### src/sst_pkg.sv
// Shared types and constants for the segmented slot table.
package sst_pkg;

   // Table geometry.
   localparam int TABLE_DEPTH = 1024;
   localparam int IDX_W       = $clog2(TABLE_DEPTH);
   localparam int TOP_W       = IDX_W + 1;
   localparam int HOLE_W      = 10;
   localparam int OBJ_W       = 32;
   localparam int STATUS_W    = 3;

   // Stream widths; the data widths are padded to whole bytes.
   localparam int REQ_DATA_W  = 64;
   localparam int REQ_USER_W  = 1;
   localparam int RSP_DATA_W  = 40;
   localparam int RSP_FIELD_W = STATUS_W + IDX_W + TOP_W + HOLE_W;

   localparam logic [HOLE_W-1:0] HOLES_MAX = {HOLE_W{1'b1}};
   localparam logic [TOP_W-1:0]  TOP_FULL  = TOP_W'(TABLE_DEPTH);

   typedef enum logic {
      OP_ADD    = 1'b0,
      OP_REMOVE = 1'b1
   } op_type;

   typedef enum logic [STATUS_W-1:0] {
      ST_OK       = 3'd0,
      ST_OVERFLOW = 3'd1,
      ST_BELOW    = 3'd2,
      ST_ABOVE    = 3'd3,
      ST_EMPTY    = 3'd4
   } status_type;

   typedef struct packed {
      op_type              operation;
      logic [TOP_W-1:0]    floor_top;
      logic [HOLE_W-1:0]   floor_holes;
      logic [IDX_W-1:0]    entry_index;
      logic [OBJ_W-1:0]    object_ref;
   } req_type;

   typedef struct packed {
      status_type          status;
      logic [IDX_W-1:0]    slot_index;
      logic [TOP_W-1:0]    new_top;
      logic [HOLE_W-1:0]   new_holes;
   } res_type;

   typedef struct packed {
      logic                en;
      logic [IDX_W-1:0]    addr;
      logic [OBJ_W-1:0]    data;
   } mem_wr_type;

   typedef struct packed {
      logic                en;
      logic [IDX_W-1:0]    addr;
   } mem_rd_type;

endpackage

### src/sst_engine.sv
// Sequencer that runs add and remove requests against the slot memory.
module sst_engine (
   input  logic                   clock,
   input  logic                   reset,
   input  logic                   req_valid,
   output logic                   req_ready,
   input  sst_pkg::req_type       req,
   output logic                   res_valid,
   input  logic                   res_ready,
   output sst_pkg::res_type       res,
   output sst_pkg::mem_wr_type    mem_wr,
   output sst_pkg::mem_rd_type    mem_rd,
   input  logic [sst_pkg::OBJ_W-1:0] mem_rd_data
);

   typedef enum logic [2:0] {
      S_IDLE,
      S_SCAN,
      S_RCHK,
      S_CONSUME,
      S_DONE
   } state_type;

   state_type                       state_ff, state_in;
   logic [sst_pkg::TOP_W-1:0]       top_ff, top_in;
   logic [sst_pkg::HOLE_W-1:0]      holes_ff, holes_in;
   logic [sst_pkg::TOP_W-1:0]       floor_top_ff, floor_top_in;
   logic [sst_pkg::HOLE_W-1:0]      floor_holes_ff, floor_holes_in;
   logic [sst_pkg::IDX_W-1:0]       idx_ff, idx_in;
   logic [sst_pkg::OBJ_W-1:0]       obj_ff, obj_in;
   logic [sst_pkg::IDX_W-1:0]       scan_ff, scan_in;
   logic [sst_pkg::TOP_W-1:0]       t_ff, t_in;
   logic [sst_pkg::HOLE_W-1:0]      left_ff, left_in;
   sst_pkg::res_type                res_ff, res_in;

   // Next-state logic: at most one memory read per cycle, data checked the cycle after.
   always_comb begin
      logic [sst_pkg::TOP_W-1:0]  tt;
      logic [sst_pkg::HOLE_W-1:0] lf;

      tt             = '0;
      lf             = '0;
      state_in       = state_ff;
      top_in         = top_ff;
      holes_in       = holes_ff;
      floor_top_in   = floor_top_ff;
      floor_holes_in = floor_holes_ff;
      idx_in         = idx_ff;
      obj_in         = obj_ff;
      scan_in        = scan_ff;
      t_in           = t_ff;
      left_in        = left_ff;
      res_in         = res_ff;
      mem_wr         = '0;
      mem_rd         = '0;

      unique case (state_ff)
         S_IDLE: begin
            if (req_valid) begin
               floor_top_in   = req.floor_top;
               floor_holes_in = req.floor_holes;
               idx_in         = req.entry_index;
               obj_in         = req.object_ref;
               if (req.operation == sst_pkg::OP_ADD) begin
                  if (top_ff == sst_pkg::TOP_FULL) begin
                     res_in   = '{sst_pkg::ST_OVERFLOW, '0, top_ff, holes_ff};
                     state_in = S_DONE;
                  end else if ((holes_ff > req.floor_holes) &&
                               ({1'b0, top_ff} >= ({1'b0, req.floor_top} +
                                                   (sst_pkg::TOP_W + 1)'(2)))) begin
                     // Segment has holes: search downward from below the top.
                     mem_rd.en   = 1'b1;
                     mem_rd.addr = sst_pkg::IDX_W'(top_ff - sst_pkg::TOP_W'(2));
                     scan_in     = sst_pkg::IDX_W'(top_ff - sst_pkg::TOP_W'(2));
                     state_in    = S_SCAN;
                  end else begin
                     // Push at the top.
                     mem_wr.en   = 1'b1;
                     mem_wr.addr = top_ff[sst_pkg::IDX_W-1:0];
                     mem_wr.data = req.object_ref;
                     top_in      = top_ff + sst_pkg::TOP_W'(1);
                     res_in      = '{sst_pkg::ST_OK, top_ff[sst_pkg::IDX_W-1:0],
                                     top_ff + sst_pkg::TOP_W'(1), holes_ff};
                     state_in    = S_DONE;
                  end
               end else begin
                  if ({1'b0, req.entry_index} < req.floor_top) begin
                     res_in   = '{sst_pkg::ST_BELOW, req.entry_index, top_ff, holes_ff};
                     state_in = S_DONE;
                  end else if ({1'b0, req.entry_index} >= top_ff) begin
                     res_in   = '{sst_pkg::ST_ABOVE, req.entry_index, top_ff, holes_ff};
                     state_in = S_DONE;
                  end else begin
                     mem_rd.en   = 1'b1;
                     mem_rd.addr = req.entry_index;
                     state_in    = S_RCHK;
                  end
               end
            end
         end

         S_SCAN: begin
            if (mem_rd_data == '0) begin
               // Fill the hole that was found.
               mem_wr.en   = 1'b1;
               mem_wr.addr = scan_ff;
               mem_wr.data = obj_ff;
               holes_in    = holes_ff - sst_pkg::HOLE_W'(1);
               res_in      = '{sst_pkg::ST_OK, scan_ff, top_ff,
                               holes_ff - sst_pkg::HOLE_W'(1)};
               state_in    = S_DONE;
            end else if ({1'b0, scan_ff} > floor_top_ff) begin
               mem_rd.en   = 1'b1;
               mem_rd.addr = scan_ff - sst_pkg::IDX_W'(1);
               scan_in     = scan_ff - sst_pkg::IDX_W'(1);
            end else begin
               // No hole in the segment: push at the top instead.
               mem_wr.en   = 1'b1;
               mem_wr.addr = top_ff[sst_pkg::IDX_W-1:0];
               mem_wr.data = obj_ff;
               top_in      = top_ff + sst_pkg::TOP_W'(1);
               res_in      = '{sst_pkg::ST_OK, top_ff[sst_pkg::IDX_W-1:0],
                               top_ff + sst_pkg::TOP_W'(1), holes_ff};
               state_in    = S_DONE;
            end
         end

         S_RCHK: begin
            if (mem_rd_data == '0) begin
               res_in   = '{sst_pkg::ST_EMPTY, idx_ff, top_ff, holes_ff};
               state_in = S_DONE;
            end else begin
               mem_wr.en   = 1'b1;
               mem_wr.addr = idx_ff;
               mem_wr.data = '0;
               state_in    = S_DONE;
               if ({1'b0, idx_ff} == (top_ff - sst_pkg::TOP_W'(1))) begin
                  if (holes_ff > floor_holes_ff) begin
                     // Pop, then swallow empty slots while the segment has holes.
                     tt = top_ff - sst_pkg::TOP_W'(1);
                     lf = holes_ff - floor_holes_ff;
                     if ((tt > floor_top_ff) && (lf != '0)) begin
                        mem_rd.en   = 1'b1;
                        mem_rd.addr = sst_pkg::IDX_W'(tt - sst_pkg::TOP_W'(1));
                        t_in        = tt;
                        left_in     = lf;
                        state_in    = S_CONSUME;
                     end else begin
                        top_in   = tt;
                        holes_in = floor_holes_ff + lf;
                        res_in   = '{sst_pkg::ST_OK, idx_ff, tt, floor_holes_ff + lf};
                     end
                  end else begin
                     top_in = top_ff - sst_pkg::TOP_W'(1);
                     res_in = '{sst_pkg::ST_OK, idx_ff, top_ff - sst_pkg::TOP_W'(1),
                                holes_ff};
                  end
               end else begin
                  // A slot below the top becomes a hole.
                  if (holes_ff != sst_pkg::HOLES_MAX) begin
                     holes_in = holes_ff + sst_pkg::HOLE_W'(1);
                  end
                  res_in = '{sst_pkg::ST_OK, idx_ff, top_ff,
                             (holes_ff != sst_pkg::HOLES_MAX) ?
                             holes_ff + sst_pkg::HOLE_W'(1) : holes_ff};
               end
            end
         end

         S_CONSUME: begin
            if (mem_rd_data != '0) begin
               top_in   = t_ff;
               holes_in = floor_holes_ff + left_ff;
               res_in   = '{sst_pkg::ST_OK, idx_ff, t_ff, floor_holes_ff + left_ff};
               state_in = S_DONE;
            end else begin
               tt = t_ff - sst_pkg::TOP_W'(1);
               lf = left_ff - sst_pkg::HOLE_W'(1);
               if ((tt > floor_top_ff) && (lf != '0)) begin
                  mem_rd.en   = 1'b1;
                  mem_rd.addr = sst_pkg::IDX_W'(tt - sst_pkg::TOP_W'(1));
                  t_in        = tt;
                  left_in     = lf;
               end else begin
                  top_in   = tt;
                  holes_in = floor_holes_ff + lf;
                  res_in   = '{sst_pkg::ST_OK, idx_ff, tt, floor_holes_ff + lf};
                  state_in = S_DONE;
               end
            end
         end

         S_DONE: begin
            if (res_ready) begin
               state_in = S_IDLE;
            end
         end

         default: begin
            state_in = S_IDLE;
         end
      endcase
   end

   // State, table pointers and latched request fields.
   always_ff @(posedge clock) begin
      if (reset) begin
         state_ff <= S_IDLE;
         top_ff   <= '0;
         holes_ff <= '0;
      end else begin
         state_ff <= state_in;
         top_ff   <= top_in;
         holes_ff <= holes_in;
      end
      floor_top_ff   <= floor_top_in;
      floor_holes_ff <= floor_holes_in;
      idx_ff         <= idx_in;
      obj_ff         <= obj_in;
      scan_ff        <= scan_in;
      t_ff           <= t_in;
      left_ff        <= left_in;
      res_ff         <= res_in;
   end

   assign req_ready = (state_ff == S_IDLE);
   assign res_valid = (state_ff == S_DONE);
   assign res       = res_ff;

endmodule

### config.mk
export PLATFORM = sky130hd
export DESIGN_NAME = sst_engine
export DESIGN_NICKNAME = d
export VERILOG_FILES = /design/src/sst_pkg.sv /design/src/sst_engine.sv
export SDC_FILE = /design/constraint.sdc
export NUM_CORES = 1
export LEC_CHECK = 0
export BUFFER_PORTS_ARGS = -buffer_cell sky130_fd_sc_hd__buf_2
export CORE_AREA = 2 2 169 171
export DETAILED_ROUTE_END_ITERATION = 10
export DIE_AREA = 0 0 171 173
export PLACE_DENSITY = 0.7
export SKIP_LAST_GASP = 1
export SYNTH_ARGS = -nofsm -noshare
export SYNTH_HDL_FRONTEND = slang
export SYNTH_SLANG_ARGS = --single-unit
### constraint.sdc
create_clock -name clock -period 7.1 [get_ports clock]
set_input_delay 1.065 -clock clock [delete_from_list [all_inputs] [get_ports clock]]
set_output_delay 1.065 -clock clock [all_outputs]
set_load 0.01 [all_outputs]
==> flow_summary.toml <==
[sta]
fin_crit_ns = 6.371
slew-limit-headroom_pct = 13.83
fmax_ghz = 0.1570
tns_ns = 0
rsz0062_at_grt = "false"
setup_violations = 0
fin_crit_sh_pct = 89.73
hold_viol_final = 0
skew_ns = 0.008995
tightest_slew_ns = 1.293
slew_viol_final = 0

[synth]
synth_xor_xnor_area_share_pct = 9.218
ys_seq_elements = 152
synthCells = 1612
synth_compound_area_share_pct = 21.65
synth_area_leader_cell = "edfxtp_1"
seq_area_frac_synth_pct = 31.54
synth-edff-count = 128
yosys.area_share.simple_pct = 19.02
yosysUniqueCellTypes = 79
yosysTopAreaCellShare_pct = 28.04
synth-async-reset-ratio_pct = 0
synthAdderAreaFrac_pct = 11.81
syn_area_per_cell_um2 = 8.505
synth_warnings = 0
synth_mux_area_share_pct = 1.643
syn-cell-area_um2 = 13710
synth_top_family_by_area = "compound AO/OA/AOI/OAI gates"
synthFlopType = "edfxtp_1"
synth.net_count = 1839
synth_area_leaders = "edfxtp_1 28%, ha_1 11%, xnor2_1 6.8%, nand2_1 5.0%, nor2_1 4.0%"

[clock_tree]
h-tree-depth = 4
cts_resized = 0
clock_sinks = 152
insertion_delay_ns = 0.45
clockRootBuffer = "clkbuf_16"
clkTransAtPathRegs_ns = 0.07
cts_setup_buffers = 0
clockBufferDepth = 2
cts_buffers = 17
hold_buffers = 0
cts_tree = "built"

[setup_path]
endpoint_kind = "output port"
critPathMaxStageDelay_ns = 0.98
crit_buf_inv = 2
startpoint_type = "register"
cp.arrival_ns = 5.31
path_max_fanout = 15
path_cells = "inv_1 -> ha_1 -> nor3b_1 -> nand2_1 -> or3_1 -> or3_1 -> xnor2_1 -> ha_1 -> nand4_1 -> nor2_1 -> a211o_1 -> o2111ai_1 -> nor2_1 -> a22oi_1 -> o211ai_1 -> buf_2"
crit_type = "register to output port"
cp_top_family = "simple AND/OR/NAND/NOR gates"
crit_required_ns = 6.03
worst_path_max_delay_cell = "nor2_1"

[finish]
fin_area_um2 = 15550
n_fill_cell = 2575
nNetsFinal = 1980
fin_util_pct = 56.30
drive_gt1_share_pct = 15.18
final_cell_mix = "189 x buf_2, 182 x nand2_1, 145 x nor2_1"
mostFrequentLayoutCell = "buf_2"
syn_to_final_growth_pct = 13.46
instances_no_fill = 2145

[floorplan]
die_h_um = 173
io_pins = 190
die-area_um2 = 29580
start_util_pct = 49.62
core_um2 = 27630
die_w_um = 171
num_rows = 61

[power]
p_leak_nw = 6.299
pwr-share-seq_pct = 39.5
clock_power_share_pct = 33.6
p_per_area_nw_per_um2 = 177.3
switching_share_pct = 32.91
power.total_w = 0.002758
p_comb_share_pct = 26.9
power_switching_w = 0.0009076
p_int_w = 0.001850
ir_worst_vdd_mv = 0.1678

[placement]
placed_area_um2 = 14980
post-dp-hpwl_um = 37400
portBuffers = 189
globalplace.congestion = 1.010
dpl.cell_count = 2112

[route]
wire_per_inst_um = 23.21
vias = 13700
drc_errors = 0
vias_per_cell = 6.387
final_antenna_net_count = 0
drt_iter0_markers = 1733
dr.pass1.iters = 6
wl_um = 49780

[global_route]
antenna_found_initial = 2
grt_pass1_wl_um = 76000
gr-total-overflow = 0
grt_usage_pct = 33.48
grt_max_degree = 73
grt_pass1_vias = 13280

[flow_run]
max_cap_violations = 0

[run_status]
status = "complete, no violations"

[min_path]
hold_path.class = "register to register"
[flip-flops by register name, indices dropped and copies added (netlist names)]
signal / flops
floor_top_ff: 11
holes_ff: 10
top_ff: 11
res: 34
idx_ff: 10
state_ff: 3
left_ff: 10
scan_ff: 10
floor_holes_ff: 10
t_ff: 11
obj_ff: 32
[metrics by stage]
| stage | setup WS, ns | hold slack [ns] |
|---|---|---|
| 4_1_cts | 0.8435 | 0.6126 |
| 6_report | 0.7293 | 0.6081 |
| 2_1_floorplan | 1.605 | 0.5436 |
| 3_5_place_dp | 1.109 | 0.6039 |
| 3_3_place_gp | 1.173 | 0.6004 |
| 5_1_grt | 0.4057 | 0.6903 |
[layout make-up]
class                           instances  area [um2]  share of cell area [%]
Antenna cell                            1       2.502                 0.01609
Tap cell                              378       473.0                   3.041
Timing Repair Buffer                  213        1126                   7.239
Clock inverter                         11       123.9                  0.7963
Multi-Input combinational cell       1277        8710                   55.99
Clock buffer                           21       450.4                   2.896
Inverter                               92       345.3                   2.220
Sequential cell                       152        4324                   27.80
[tightest hold or removal path, cell delays in order (launching register included)]
cell and delay [ns]:
dfxtp_1 0.38, nor2_1 0.13, a211oi_1 0.05
[path summary, 6_finish.rpt]
kind,start,endpoint,slack (ns),cells after the start
setup reg to reg,top_ff[1],t_ff[3],1.72,16
setup / recovery,t_ff[0],mem_rd[8],0.73,16
hold / removal,holes_ff[1],holes_ff[1],0.61,2
hold reg to reg,holes_ff[1],holes_ff[1],0.61,2
[power by group through the flow]
stage / Combinational [W] / Clock, W / Sequential [W]
floorplan: 0.000478 / 0 / 0.00108
global placement: 0.000711 / 0 / 0.00110
detailed placement: 0.000722 / 0 / 0.00110
CTS: 0.000726 / 0.000930 / 0.00109
global route: 0.000804 / 0.000973 / 0.00109
finish: 0.000742 / 0.000927 / 0.00109
[Yosys cell counts (all sizes together) (28+ instances only)]
library cell	number
xor2	28
clkbuf	73
ha	123
xnor2	106
inv	87
o21ai	91
edfxtp	128
a22o	33
nor2	147
a21oi	102
nand2	182
nand3	41
nor3	45
[per-layer routing]
metal	share of wire (%)	GRT usage, %	vias up
li1	-	-	6239
met1	39	42.20	6483
met2	46	54.08	782
met3	8.3	5.928	194
met4	6.1	18.57	2
met5	0.022	0	-
[logic make-up after synthesis]
logic type	Yosys count
AND/OR/NAND/NOR	551
XOR/XNOR	138
adder cells (fa/ha/maj)	127
multiplexers	22
buffers and inverters	183
flip-flops	152
AO/OA/AOI/OAI	439
No activity file was read; power rests on OpenSTA's default activity.
